`config.mk`:
```
export PLATFORM = sky130hd
export DESIGN_NAME = amt_mul_cell
export DESIGN_NICKNAME = d
export VERILOG_FILES = /design/src/rtl/core/amt_pkg.sv /design/src/rtl/core/amt_mul_cell.sv
export SDC_FILE = /design/constraint.sdc
export NUM_CORES = 1
export LEC_CHECK = 0
export BUFFER_PORTS_ARGS = -buffer_cell sky130_fd_sc_hd__buf_2
export CORE_MARGIN = 2
export CORE_UTILIZATION = 35
export CTS_CLUSTER_DIAMETER = 40
export DETAILED_ROUTE_END_ITERATION = 8
export GPL_ROUTABILITY_DRIVEN = 0
export HOLD_SLACK_MARGIN = 0.12
export PLACE_DENSITY = 0.69
export SKIP_LAST_GASP = 1
export SLEW_MARGIN = 20
export SYNTH_ARGS = -nofsm -noshare
export SYNTH_HDL_FRONTEND = slang
export SYNTH_SLANG_ARGS = --single-unit
```
`constraint.sdc`:
```
create_clock -name clk -period 3.2 [get_ports clk]
set_input_delay 0.16 -clock clk [delete_from_list [all_inputs] [get_ports clk]]
set_output_delay 0.16 -clock clk [all_outputs]
set_load 0.01 [all_outputs]
```
`src/rtl/core/amt_pkg.sv`:
```
// ----------------------------------------------------------------------------
// amt_pkg
// Shared types and constants for the adaptive mean threshold core.
// ----------------------------------------------------------------------------
package amt_pkg;

  localparam int DEF_MAX_COLS   = 1024;
  localparam int DEF_MAX_ROWS   = 4096;
  localparam int DEF_MAX_RADIUS = 7;

  localparam int PIX_W  = 8;
  localparam int CFG_IW = 2;
  localparam int CFG_DW = 13;
  localparam int FW_W   = 11;
  localparam int FH_W   = 13;
  localparam int RAD_W  = 3;
  localparam int OFF_W  = 10;
  localparam int K_W    = 10;

  localparam logic [CFG_IW-1:0] REG_WIDTH  = 2'd0;
  localparam logic [CFG_IW-1:0] REG_HEIGHT = 2'd1;
  localparam logic [CFG_IW-1:0] REG_RADIUS = 2'd2;
  localparam logic [CFG_IW-1:0] REG_OFFSET = 2'd3;

  localparam logic [FW_W-1:0]  RST_WIDTH  = 11'd640;
  localparam logic [FH_W-1:0]  RST_HEIGHT = 13'd480;
  localparam logic [RAD_W-1:0] RST_RADIUS = 3'd5;
  localparam logic [OFF_W-1:0] RST_OFFSET = 10'd2;

  typedef enum logic [2:0] {
    S_IDLE,
    S_SCAN,
    S_CTR,
    S_WAIT,
    S_MUL,
    S_OUT
  } amt_state_t;

  // control that travels down the multiplier chain beside the data
  typedef struct packed {
    logic valid;
    logic force_one;
    logic eof;
  } amt_ctl_t;

endpackage

```
`src/rtl/core/amt_mul_cell.sv`:
```
// ----------------------------------------------------------------------------
// amt_mul_cell
// One shift-add step of the threshold product k * window_count.
// ----------------------------------------------------------------------------
module amt_mul_cell import amt_pkg::*; #(
  parameter int IDX   = 0,
  parameter int NW    = 8,
  parameter int SUM_W = 16,
  parameter int PW    = 18
) (
  input  logic             clk,
  input  logic             rst_n,
  input  amt_ctl_t         ctl_i,
  input  logic [K_W-1:0]   k_i,
  input  logic [NW-1:0]    n_i,
  input  logic [SUM_W-1:0] sum_i,
  input  logic [PW-1:0]    acc_i,
  output amt_ctl_t         ctl_o,
  output logic [K_W-1:0]   k_o,
  output logic [NW-1:0]    n_o,
  output logic [SUM_W-1:0] sum_o,
  output logic [PW-1:0]    acc_o
);

  logic [PW-1:0] addend;

  assign addend = n_i[IDX] ? (PW'(k_i) << IDX) : '0;

  always_ff @(posedge clk) begin
    if (!rst_n) begin
      ctl_o <= '0;
    end else begin
      ctl_o <= ctl_i;
    end
  end

  always_ff @(posedge clk) begin
    k_o   <= k_i;
    n_o   <= n_i;
    sum_o <= sum_i;
    acc_o <= acc_i + addend;
  end

endmodule

```
Word level (Yosys, flattened, before mapping)
Cells that the tools add are included.

Input bits: 57. Output and inout port bits: 55. Bits in registers: 55. Logic and storage cells: 9.

Mux-type cells: 1. $add $sub $neg: 1.

Operators by type and width (number): 18-bit by 10-bit adder with 18-bit output (1); 10-bit two-way mux (1).

Depth between registers and ports, before layout
Depth after elaboration: 2. Gate-level depth with buffers: 9. Mapped depth without buffers: 9.

Least setup slack after synthesis
No wires, ideal clock.

Path type: input-to-reg. Start: in k_i[5]. End: reg acc_o[10]. Path buffers: 0. Setup time: 116 ps. Required time: 3084 ps. Arrival: 1707 ps. Setup slack: 1378 ps. Stages: 7. Cell sequence: and2_1 -> ha_1 -> a21o_1 -> a211o_1 -> o21ai_1 -> or3b_1 -> and3_1.

Longest elaborated chain between the ends: 2.

RTL lines: from (decl) (RTL line amt_mul_cell.sv:14) `input logic [K_W-1:0] k_i,`; 10-bit two-way mux (RTL line amt_mul_cell.sv:27) `assign addend = n_i[IDX] ? (PW'(k_i) << IDX) : '0;`; 18-bit by 10-bit adder with 18-bit output (RTL line amt_mul_cell.sv:41) `acc_o <= acc_i + addend;`; to (signal assigned) (RTL line amt_mul_cell.sv:41); to (decl) (RTL line amt_mul_cell.sv:22) `output logic [PW-1:0] acc_o`.

No other way between the ends. A chain may end at the register's enable or synchronous reset.

Worst setup path in the final report
Start: in n_i[0]. End: reg acc_o[16].

Longest elaborated chain between the ends: 2.

RTL lines: from (decl) (RTL line amt_mul_cell.sv:15) `input logic [NW-1:0] n_i,`; 10-bit two-way mux (RTL line amt_mul_cell.sv:27); 18-bit by 10-bit adder with 18-bit output (RTL line amt_mul_cell.sv:41).

No other way between the ends.

==> results by group <==
Outcome
  • Outcome: complete, no violations

Clock tree
  • Clk slew on worst S/H paths: 0.10 ns
  • H-tree lvl count: 2
  • Post-CTS setup buffer count: 0
  • Root Buffer: clkbuf_8
  • TritonCTS clock tree: built
  • Clock sink count: 55
  • CTS Buf Count: 5
  • Maximum buffer depth of the clock tree: 2

Yosys
  • FF+latch count, synth: 55
  • Post-synthesis mux area share: 0%
  • Post-synth top area cell: dfxtp_1
  • Seq/Total Area, Yosys: 59.7%
  • Synth area leaders: dfxtp_1 60%, ha_1 6.8%, and2_1 4.4%
  • Compound-Gate Fraction of Synth Area: 11.7%
  • Syn_area_per_cell: 11.2 µm²
  • Main combinational cell family by area after synthesis: compound AO/OA/AOI/OAI gates
  • Xor-xnor portion of the synthesized cell area: 7.13%
  • Top FF cell, synth: dfxtp_1
  • Synth Area in Adders: 7.88%
  • Async set-reset flop share out of synthesis: 0%
  • Number of synthesized flops with an enable pin: 0
  • Top cell type's share of synthesized area: 59.7%
  • Synth Area in Simple Gates: 11.7%
  • Synth Instances: 165
  • Synth warn: 0
  • Cell variety after synth: 32
  • Post-Syn Area: 0.00184 mm²
  • Net count after synthesis: 233

Floorplanning
  • Die ar.: 0.00586 mm²
  • Chip height: 76.6 µm
  • DIE WIDTH: 76.6 µm
  • Core area: 0.00511 mm²
  • Ports: 112
  • Initial core utilization: 36.1%
  • # rows: 26

Placement
  • DP Worst Slack: 0.994 ns
  • Port Buf Inserts: 111
  • Hpwl dp: 3.38 mm

Detailed routing
  • Via density: 4.37
  • DRT Pass-1 Iters: 4
  • Residual antenna-violating net count after detailed routing: 0
  • Avg WL per Cell: 12.3 µm
  • DRC: 0
  • WL final: 4.89 mm
  • Via count: 1738
  • First-iteration detailed-routing DRC count: 41

Worst setup path
  • Biggest cell delay along the critical path: 0.52 ns
  • Setup CP Type: primary input to register
  • Worst path required time: 3.44 ns
  • CP endpoint kind: register
  • Crit-path cells: dlygate4sd3_1 -> buf_2 -> and2_1 -> ha_1 -> inv_1 -> fa_1 -> nand2b_1 -> a21oi_2 -> o21ai_1 -> a211oi_1 -> xnor2_1
  • CP max stage cell: dlygate4sd3_1
  • Crit start category: primary input
  • Arrival time at the worst endpoint: 2.66 ns
  • CP Max Fanout: 11

STA
  • Relative slew slack: 76.9%
  • Endpoints failing hold: 0
  • Worst slew pin tran: 0.346 ns
  • Final TNS setup: 0 ns
  • Final Cycle Share: 75.7%
  • Final Setup Violations: 0
  • Fmax: 413 MHz
  • Fin. max-slew vios: 0
  • Final WS setup: 0.778 ns
  • RSZ-0062 raised after global routing: no
  • Shortest period the worst path allows: 2.42 ns
  • Min Hold Slack: 0.136 ns

Power and ir drop
  • Cell Pwr Density: 469 mW/mm²
  • IR drop worst, VDD: 0.000197 V
  • Lkg Pwr: 1.50 nW
  • Pwr Total: 1.42 mW

GRT
  • Vias in the first global route: 1781
  • GRT Total Usage: 17.0%
  • Global route total overflow: 0
  • First-pass GRT wire length: 8.09 mm
  • Initial antenna violation count: 0
  • Largest net degree at the start of global routing: 18

Job
  • Max cap viols: 0

Cells and area
  • Share of cells above drive strength 1: 36.6%
  • Final net count: 395
  • Synthesis-to-finish area growth: 64.5%
  • Final Core Density: 59.4%
  • Inserted Diodes: 0

Worst hold path
  • Worst Hold Class: primary input to register
  • Hold path cells: 3
-- per-stage QoR --
step,std cells,area (µm²)
floorplan,165,1840
detailed placement,345,2480
global route,398,3030
CTS,398,3030
finish,398,3030
global placement,345,2480
-- registers in the layout, indices dropped and copies added, names as in the netlist --
register	cells
sum_o	16
k_o	10
acc_o	18
ctl_o	3
n_o	8
-- cell families (layout without fill, tap and decap cells) --
group / count (synthesis) / after routing
adder cells (fa/ha/maj): 11 / 11
buffers and inverters: 9 / 172
XOR/XNOR: 15 / 15
flip-flops: 55 / 55
AND/OR/NAND/NOR: 41 / 41
AO/OA/AOI/OAI: 34 / 34
-- cell usage after synthesis (3+ instances only) --
master,instances
a21oi_1,11
and2_1,13
ha_1,10
nand3_1,7
dfxtp_1,55
xnor2_1,6
nor2_1,5
o21ai_0,4
xor2_1,9
nand2_1,9
inv_1,8
o21ai_1,3
-- worst paths after layout --
path | startpoint | end
max | n_i[0] | acc_o[16]
min | acc_i[16] | acc_o[16]
-- cells in the final DEF (no fill, tap or decap) --
cell type,n
xor2_1,9
o21ai_0,4
a31oi_1,1
dfxtp_1,55
nand2b_1,2
inv_1,8
a211o_1,2
a21o_1,2
a21oi_2,1
nand3_1,7
o21bai_1,1
o21ai_1,3
or3b_1,1
nand2_1,9
nor2_1,5
o22ai_1,1
a21boi_0,1
a211oi_1,1
clkinvlp_4,1
ha_1,10
nand4_1,2
o2111a_1,1
dlygate4sd3_1,45
o21a_1,1
and2_1,13
clkbuf_8,6
o211ai_1,2
fa_1,1
clkinv_4,1
a22oi_1,1
xnor2_1,6
and3_1,1
nor4_1,1
o2111ai_1,1
a21oi_1,11
buf_2,111
-- final cells by class --
type | count | area, µm²
clock buffers | 6 | 82.6
clock inverters | 2 | 16.3
fillers | 434 | 2080
inverters | 8 | 30.0
multi-input cells | 101 | 708
flip-flops and latches | 55 | 1100
well taps | 70 | 87.6
repair buffers | 156 | 1010
-- power by group --
| part | internal, mW | leakage [nW] | switching, mW |
|---|---|---|---|
| clock | 0.177 | 0.0474 | 0.222 |
| sequential | 0.740 | 0.464 | 0.0122 |
| combinational | 0.141 | 0.984 | 0.131 |
-- timing repair --
item / 4_1_cts / 5_1_grt
hold buffers: 45 / 0
hold endpoints to repair: 42 / 0
endpoints found under the setup margin: 0 / 0
gates resized for setup: 0 / 0
-- routing by layer --
| layer | track usage [%] | routed length, µm |
|---|---|---|
| met2 | 31.9 | 2540 |
| met3 | 4.98 | 309 |
| met4 | 3.82 | 41 |
| met5 | 0 | 0 |
| met1 | 18.7 | 2000 |
-- critical path, delay by kind of cell --
| kind | cells | cell delay (ns) |
|---|---|---|
| adder cells (fa/ha/maj) | 2 | 0.58 |
| XOR/XNOR | 1 | 0.14 |
| AO/OA/AOI/OAI | 3 | 0.67 |
| buffers and inverters | 3 | 0.77 |
| AND/OR/NAND/NOR | 2 | 0.34 |
Note: power is estimated with default switching activity, not from simulation.
